===== config.mk =====
export PLATFORM = sky130hd
export DESIGN_NAME = atapio_front
export DESIGN_NICKNAME = d
export VERILOG_FILES = /design/src/design/atapio_pkg.sv /design/src/design/atapio_front.sv
export SDC_FILE = /design/constraint.sdc
export NUM_CORES = 1
export LEC_CHECK = 0
export ABC_AREA = 1
export BUFFER_PORTS_ARGS = -buffer_cell sky130_fd_sc_hd__buf_2
export CORE_ASPECT_RATIO = 1.5
export CORE_MARGIN = 2
export CORE_UTILIZATION = 46
export DETAILED_ROUTE_END_ITERATION = 12
export PLACE_DENSITY = 0.74
export SYNTH_ARGS = -nofsm -noshare
export SYNTH_HDL_FRONTEND = slang
export SYNTH_SLANG_ARGS = --single-unit
export TNS_END_PERCENT = 1

===== constraint.sdc =====
create_clock -name clk -period 1.91 [get_ports clk]
set_clock_uncertainty 0.15 [all_clocks]
set_input_delay 0.191 -clock clk [delete_from_list [all_inputs] [get_ports clk]]
set_output_delay 0.191 -clock clk [all_outputs]
set_load 0.02 [all_outputs]

===== src/design/atapio_pkg.sv =====
// Shared types and constants for the ATA PIO task file device.
package atapio_pkg;

  localparam int unsigned WORD_BITS = 16;

  localparam logic [7:0] CMD_READ  = 8'h20;
  localparam logic [7:0] CMD_WRITE = 8'h30;
  localparam logic [7:0] CMD_IDENT = 8'hEC;

  localparam logic [2:0] OFF_DATA   = 3'd0;
  localparam logic [2:0] OFF_ERROR  = 3'd1;
  localparam logic [2:0] OFF_COUNT  = 3'd2;
  localparam logic [2:0] OFF_LBA_LO = 3'd3;
  localparam logic [2:0] OFF_LBA_MD = 3'd4;
  localparam logic [2:0] OFF_LBA_HI = 3'd5;
  localparam logic [2:0] OFF_DRVHD  = 3'd6;
  localparam logic [2:0] OFF_STATUS = 3'd7;

  localparam logic [0:0] CFG_DRIVE_PRESENT = 1'b0;
  localparam logic [0:0] CFG_REPORTED      = 1'b1;

  localparam logic [7:0] DRVHD_RESET = 8'hA0;

  typedef struct packed {
    logic        kind;
    logic [2:0]  reg_offset;
    logic [15:0] write_data;
  } access_t;

endpackage


===== src/design/atapio_front.sv =====
// Input queue that accepts bus accesses and holds them for the execution part.
module atapio_front (
  input  logic                 clk,
  input  logic                 rst,
  input  logic                 push,
  output logic                 full,
  input  atapio_pkg::access_t  in_item,
  output logic                 valid,
  input  logic                 take,
  output atapio_pkg::access_t  item
);
  import atapio_pkg::*;

  access_t    slot [2];
  logic       wr_ptr;
  logic       rd_ptr;
  logic [1:0] count;

  assign full  = (count == 2'd2);
  assign valid = (count != 2'd0);
  assign item  = slot[rd_ptr];

  always_ff @(posedge clk) begin
    if (push && !full) begin
      slot[wr_ptr] <= in_item;
    end
    if (rst) begin
      wr_ptr <= 1'b0;
      rd_ptr <= 1'b0;
      count  <= 2'd0;
    end else begin
      if (push && !full) wr_ptr <= ~wr_ptr;
      if (take && valid) rd_ptr <= ~rd_ptr;
      count <= count + {1'b0, push && !full} - {1'b0, take && valid};
    end
  end
endmodule


# After elaboration in Yosys (flattened, before gate mapping)
# Memory sizes are Yosys's and may differ from the RTL's. A register that Yosys moved wholly into a read port is not among the register bits.
# Cells that the tools add are included.
# word_totals
register_bits	4
ramBits	40
inputBits	24
elab_cells	17
memories	1
# classes
n_addsub	2
eq_ne	1
n_mux	4
bitwise	2
reduce_logical	4
# memory_table
memory	words	width	read_ports	rd_clocked_by_memory_dff	write_ports	line_no	rtl
slot	2	20	1	1	1	atapio_front.sv:14	access_t slot [2];
# ops
cell	count
1-bit 2-to-1 mux	4
2-bit by 1-bit adder with 2-bit output	1
2-bit equality test, second input constant	1
1-bit logical AND	2
1-bit inverter	2
2-bit nonzero test	1
2-bit by 1-bit subtractor with 2-bit output	1
1-bit logical NOT	1

# Logic depth before layout (Yosys ltp)
# Gate-level depths: netlist (run 1).
# logic_depth
word_depth	5
mapped_depth	11
ltp_nobuf	11

# Worst setup path after synthesis (run 1)
# No wires, ideal clock.
# synth_timing
path_type	register to register
start	register count[0]
end	memory slot[0][0] (netlist name) (enable)
arrival_ns	1.418
t_required_ns	1.363
slack_ns	-0.054
stages_incl_launch_ff	5
n_path_buf	0
period_less_slack_ns	1.964
path_cell_list	dfxtp_1 inv_1 nand2_1 nand2_1 nor2_1
# synth_between
elab_chain_len	5
# synth_lines
item	line_no	rtl
from (decl)	atapio_front.sv:17	logic [1:0] count;
from (signal assigned)	atapio_front.sv:34	count <= count + {1'b0, push && !full} - {1'b0, take && valid};
2-bit equality test	atapio_front.sv:19	assign full = (count == 2'd2);
1-bit logical NOT	atapio_front.sv:24	if (push && !full) begin
1-bit logical AND	atapio_front.sv:24	
1-bit 2-to-1 mux	atapio_front.sv:24	
1-bit 2-to-1 mux (implied by the code)	atapio_front.sv:25	slot[wr_ptr] <= in_item;
to (decl)	atapio_front.sv:14	
# Every way passes these cells.

# Worst setup path after layout (run 1)
# layout_timing
start	register count[0]
end	register count[1]
# layout_between
elab_chain_len	5
word_cells_on_any_way	7
cone_classes	add/sub: 2; eq/ne: 1; reduce/logical: 4
# layout_lines
item	line_no
2-bit equality test	atapio_front.sv:19
1-bit logical NOT	atapio_front.sv:34
1-bit logical AND	atapio_front.sv:34
2-bit by 1-bit adder with 2-bit output	atapio_front.sv:34
2-bit by 1-bit subtractor with 2-bit output *	atapio_front.sv:34
# Mark *: on every way between the ends. The rest lies on a longest branch, timed or not.
# A chain may end at the register's enable or synchronous reset.

==> flow_summary.json, run 1 <==
{
  "row_count": 27,
  "dieArea_sq_um": 4370,
  "fp.coreArea_sq_um": 3680,
  "final_max_slew_viol_count": 0,
  "finalNonFillerCells": 218,
  "arrival_ns": 1.76,
  "synth_common_cells": "edfxtp_1, mux2_4, inv_1, nor2_1, nand2_1",
  "period_needed_ns": 1.73,
  "synth-warning-count": 0,
  "ys_top_cells_by_area": "edfxtp_1, mux2_4, dfxtp_1",
  "port_buffers": 45,
  "dp_hpwl_mm": 2.12,
  "layout_setup_ws_ns": 0.182,
  "ios": 46,
  "path_class": "reg2reg",
  "syn-instance-count": 100,
  "fillers": 270,
  "grt_use_total_pct": 15.7,
  "fin_tns_setup_ns": 0,
  "placed_cells": 189,
  "insertion_delay_ns": 0.29,
  "grt_pass1_vias": 1103,
  "fin_nets": 200,
  "setup-violations-final": 0,
  "htree_num_levels": 2,
  "post_cts_buffers": 0,
  "synth_top_area_share_pct": 67.8,
  "die_height_um": 80.0,
  "ant_nets": 0,
  "drc": 0,
  "postLayoutCoreUtil_pct": 64.3,
  "worstMarginPinSlew_ns": 0.276,
  "vdd_ir_drop_max_mv": 0.783,
  "ys_types": 10,
  "rsz0062_at_grt": "no",
  "grt_first_pass_wirelength_mm": 4.60,
  "outcome": "finished clean",
  "route.final.wire_length_mm": 3.06,
  "design_area_sq_um": 2370,
  "wire_per_inst_um": 14.0,
  "place_ws_ns": 0.153,
  "required_ns": 1.94,
  "start_util_pct": 48.1,
  "final.period_utilization_pct": 90.5,
  "power.leakage_nw": 1.00,
  "maxSlewHeadroom_pct": 81.6,
  "syn_avg_cell_area_sq_um": 17.7,
  "cp-start-kind": "flop",
  "cts_tree": "done",
  "grt_max_degree": 21,
  "area_growth_pct": 33.7,
  "p_per_area_nw_per_um2": 1210,
  "yosysMostFrequentCell": "edfxtp_1",
  "crit_fanout": 4,
  "yosys_most_used_dff": "edfxtp_1",
  "antenna_found_initial": 0,
  "place_area_sq_um": 2070,
  "dieWidth_um": 54.7,
  "synth_top_area_cell": "edfxtp_1",
  "yosysSeqAreaShare_pct": 73.4,
  "numClockSinks": 45,
  "syn_nets": 126,
  "drive_above_1_share_pct": 43.4,
  "synthesis.area_sq_um": 1770,
  "hp-class": "in2reg",
  "timing.fmax_mhz": 579,
  "routed_via_density": 4.82,
  "cts_buffers": 5,
  "firstDrtPassIters": 4,
  "synthArstFlopShare_pct": 0,
  "cap_violations": 0,
  "synth_edf_count": 40,
  "routabilityCongestion": 0.645,
  "endpoint_kind": "flop",
  "path_clk_slew_ns": 0.08,
  "cts_max_path_buffers": 2,
  "overflow": 0,
  "synth_seq_cells": 45,
  "drtIter0Drc": 19,
  "antenna_cells": 0,
  "num_vias": 1051,
  "hold_viol_final": 0,
  "root_buffer": "clkbuf_8"
}
timing repair:
item / 4_1_cts / 5_1_grt
endpoints found under the hold margin: 41 / 0
hold buffers: 21 / 0
endpoints found under the setup margin: 0 / 1
gates resized for setup: 0 / 1
placed cells by master (no fill, tap or decap):
cell type | synthesis | layout
mux2_4 | 20 | 20
clkbuf_1 | 0 | 2
a21oi_1 | 2 | 2
edfxtp_1 | 40 | 40
nand2_1 | 8 | 7
inv_1 | 9 | 9
buf_4 | 0 | 2
nand3_1 | 3 | 3
nor2_1 | 9 | 8
buf_12 | 0 | 1
dlygate4sd3_1 | 0 | 21
ha_1 | 2 | 2
buf_2 | 0 | 45
nand2_2 | 0 | 1
nor2_2 | 0 | 1
clkbuf_8 | 0 | 6
dfxtp_1 | 5 | 5
state kept, by name, indices dropped and copies added (netlist names), named ones only:
| name | count |
|---|---|
| wr_ptr | 1 |
| rd_ptr | 1 |
| slot | 40 |
| count | 2 |
logic make-up (layout without fill, tap and decap cells):
group                    after synthesis  count (layout)  share of synthesized area, %
flip-flops                            45              45                          73.4
AO/OA/AOI/OAI                          2               2                         0.565
AND/OR/NAND/NOR                       20              20                          4.45
buffers and inverters                 11              86                          3.18
multiplexers                          20              20                          16.9
adder cells (fa/ha/maj)                2               2                          1.41
power breakdown:
group	total (mW)	switching [mW]	leakage, nW	internal (mW)
sequential	1.31	0.0638	0.415	1.25
clock	0.569	0.274	0.0455	0.295
combinational	0.982	0.540	0.541	0.442
total	2.87	0.878	1.00	1.99
worst max-delay path, cell delays in order, from the launching register on:
cell and delay [ns]:
dfxtp_1 0.38, inv_1 0.09, nand2_2 0.10, nand2_1 0.10
ha_1 0.29, inv_1 0.04, ha_1 0.18, nand2_1 0.09
nand3_1 0.09, nand2_1 0.07, nor2_1 0.04
per-layer routing:
metal | global-route usage, % | share of wire [%]
met1 | 13.8 | 33
met2 | 28.2 | 59
met3 | 5.06 | 4.9
met4 | 9.75 | 2.7
met5 | 0 | 0
through the flow:
stage | hold WS (ns) | total power, mW
global placement | 0.211 | 2.23
floorplan | 0.112 | 2.01
CTS | 0.0380 | 2.89
finish | 0.0483 | 2.87
detailed placement | 0.225 | 2.29
global route | 0.0689 | 3.01
area by class of cell:
| type | instances | area, sq um | share of cell area (%) |
|---|---|---|---|
| tap | 43 | 53.8 | 2.27 |
| clock buffer | 8 | 90.1 | 3.80 |
| inverter | 9 | 33.8 | 1.43 |
| sequential | 45 | 1300 | 54.9 |
| timing repair buffer | 69 | 470 | 19.9 |
| multi-input combinational | 44 | 419 | 17.7 |
path summary, 6_finish.rpt:
| check | endpoint | slack [ns] | from | cells after the start |
|---|---|---|---|---|
| max | count[1]$_SDFF_PP0_ | 0.18 | count[0]$_SDFF_PP0_ | 10 |
| min | wr_ptr$_SDFFE_PP0N_ | 0.05 | push | 3 |
| max reg2reg | count[1]$_SDFF_PP0_ | 0.18 | count[0]$_SDFF_PP0_ | 10 |
| min reg2reg | wr_ptr$_SDFFE_PP0N_ | 0.39 | wr_ptr$_SDFFE_PP0N_ | 2 |
Power figures use the tool's default switching activity.
==> run 2: changes to the inputs <==
--- a/config.mk
+++ b/config.mk
@@ -11,7 +11,7 @@
 export CORE_MARGIN = 2
 export CORE_UTILIZATION = 46
 export DETAILED_ROUTE_END_ITERATION = 12
-export PLACE_DENSITY = 0.74
+export PLACE_DENSITY_LB_ADDON = 0.08
 export SYNTH_ARGS = -nofsm -noshare
 export SYNTH_HDL_FRONTEND = slang
 export SYNTH_SLANG_ARGS = --single-unit
==> run 2 against run 1 <==
Compared with the run above:
- critical path depth down 7
- sequential share of layout area up 0.23 points
- final cell count up 0.92%
- non-clock buffer count up 2
- wire length down 7.7%
- first-iteration DRC count up 63%
- critical endpoint is now item[8]
==> flow_summary.json, run 2 (synthesis results as in run 1) <==
{
  "numClockSinks": 45,
  "area_growth_pct": 33.1,
  "final.period_utilization_pct": 90.0,
  "cap_violations": 0,
  "timing.fmax_mhz": 582,
  "swShare_pct": 30.7,
  "start_util_pct": 48.1,
  "worstMarginPinSlew_ns": 0.268,
  "fillers": 299,
  "required_ns": 1.57,
  "rsz0062_at_grt": "no",
  "maxSlewHeadroom_pct": 82.2,
  "antenna_cells": 0,
  "vdd_ir_drop_max_mv": 0.777,
  "place_ws_ns": 0.206,
  "whs_endpoint": "wr_ptr$_SDFFE_PP0N_",
  "min_path_cells": 3,
  "crit_fanout": 13,
  "wl_met1_mm": 1.06,
  "drive_above_1_share_pct": 42.9,
  "largest_reg_flops": 40,
  "wl_met3_um": 200,
  "dieArea_sq_um": 4370,
  "hp-class": "in2reg",
  "firstDrtPassIters": 3,
  "fin_tns_setup_ns": 0,
  "r2r_cells": 10,
  "switching_power_uw": 863,
  "arrival_ns": 1.38,
  "hold_viol_final": 0,
  "grt_use_total_pct": 15.5,
  "cts_tree": "done",
  "post_cts_resize_count": 0,
  "holdWs_ns": 0.0377,
  "fin_nets": 202,
  "grt_pass1_vias": 1082,
  "path_clk_slew_ns": 0.07,
  "grt_first_pass_wirelength_mm": 4.64,
  "path_class": "reg2out",
  "hp-start": "push",
  "ant_nets": 0,
  "r2r_start": "count[0]$_SDFF_PP0_",
  "ios": 46,
  "root_buffer": "clkbuf_8",
  "endpoint_kind": "primary output",
  "postLayoutCoreUtil_pct": 64.1,
  "insertion_delay_ns": 0.29,
  "drtIter0Drc": 31,
  "period_needed_ns": 1.72,
  "outcome": "finished clean",
  "dieWidth_um": 54.7,
  "wire_per_inst_um": 12.8,
  "layout_commonest_cell": "buf_2",
  "setup-violations-final": 0,
  "final_max_slew_viol_count": 0,
  "cts_buffers": 5,
  "power.leakage_nw": 1.00,
  "fp.coreArea_sq_um": 3680,
  "cp-start-kind": "flop",
  "reg2reg_slack_ns": 0.21,
  "antenna_found_initial": 0,
  "finalPower_mw": 2.81,
  "drc": 0,
  "htree_num_levels": 2,
  "internal-power_mw": 1.95,
  "routed.top_layer": "met4",
  "r2r-end": "count[1]$_SDFF_PP0_",
  "layout_setup_ws_ns": 0.191,
  "dr_wl_met2_mm": 1.50,
  "seqPwrFrac_pct": 46.4,
  "top_regs": "slot x40, count x2",
  "dp_hpwl_mm": 1.91,
  "mostFrequentLayoutCells": "buf_2, edfxtp_1, dlygate4sd3_1",
  "die_height_um": 80.0,
  "routabilityCongestion": 0.713,
  "p_per_area_nw_per_um2": 1190,
  "pwr-share-comb_pct": 34.1,
  "grt_max_degree": 21,
  "clockPowerShare_pct": 19.5,
  "overflow": 0,
  "routed_via_density": 4.65,
  "route.final.wire_length_mm": 2.82,
  "cts_max_path_buffers": 2,
  "row_count": 27,
  "port_buffers": 45,
  "num_vias": 1024,
  "largest-register": "slot"
}
==> run 2: per-layer routing <==
metal	GRT usage [%]	up-vias
li1	-	512
met1	16.1	470
met2	26.0	36
met3	5.62	6
met4	8.25	0
met5	0	-
==> run 2: area by class of cell <==
cell class	count	area [sq um]	area share [%]
Timing Repair Buffer	71	473	20.1
Clock buffer	8	80.1	3.40
Inverter	9	33.8	1.43
Tap cell	43	53.8	2.28
Sequential cell	45	1300	55.2
Multi-Input combinational cell	44	417	17.7
==> run 2: per-stage QoR <==
| stage | cells | cell area, sq um |
|---|---|---|
| final | 220 | 2360 |
| after global routing | 220 | 2360 |
| after CTS | 220 | 2360 |
| after detailed placement | 191 | 2070 |
| after global placement | 191 | 2070 |
| after floorplan | 100 | 1770 |
==> run 2: worst max-delay path by stage <==
stage               depth (start not counted)              endpoint                 from
finish                                      3               item[8]                 flop
global route                               10   count[1]$_SDFF_PP0_  count[0]$_SDFF_PP0_
floorplan                                   4  slot[0][0]$_DFFE_PP_  count[0]$_SDFF_PP0_
detailed placement                         10   count[1]$_SDFF_PP0_  count[0]$_SDFF_PP0_
global placement                           10   count[1]$_SDFF_PP0_  count[0]$_SDFF_PP0_
CTS                                         3               item[8]                 flop
==> run 2: power groups by stage <==
stage | Combinational, mW | Sequential (mW) | Clock (mW)
after floorplan | 0.694 | 1.32 | 0
after global placement | 0.920 | 1.32 | 0
after detailed placement | 0.942 | 1.33 | 0
after CTS | 0.976 | 1.31 | 0.573
after global routing | 1.05 | 1.32 | 0.601
final | 0.959 | 1.30 | 0.547
==> run 2: what timing repair did <==
item / in CTS / in global routing
setup buffers: 0 / 0
hold buffers: 21 / 0
hold endpoints to repair: 41 / 0
setup endpoints to repair: 0 / 0
==> run 2: worst max-delay path, stage by stage (launching register included) <==
cell     delay, ns
dfxtp_1       0.33
buf_4         0.26
mux2_4        0.33
buf_2         0.16
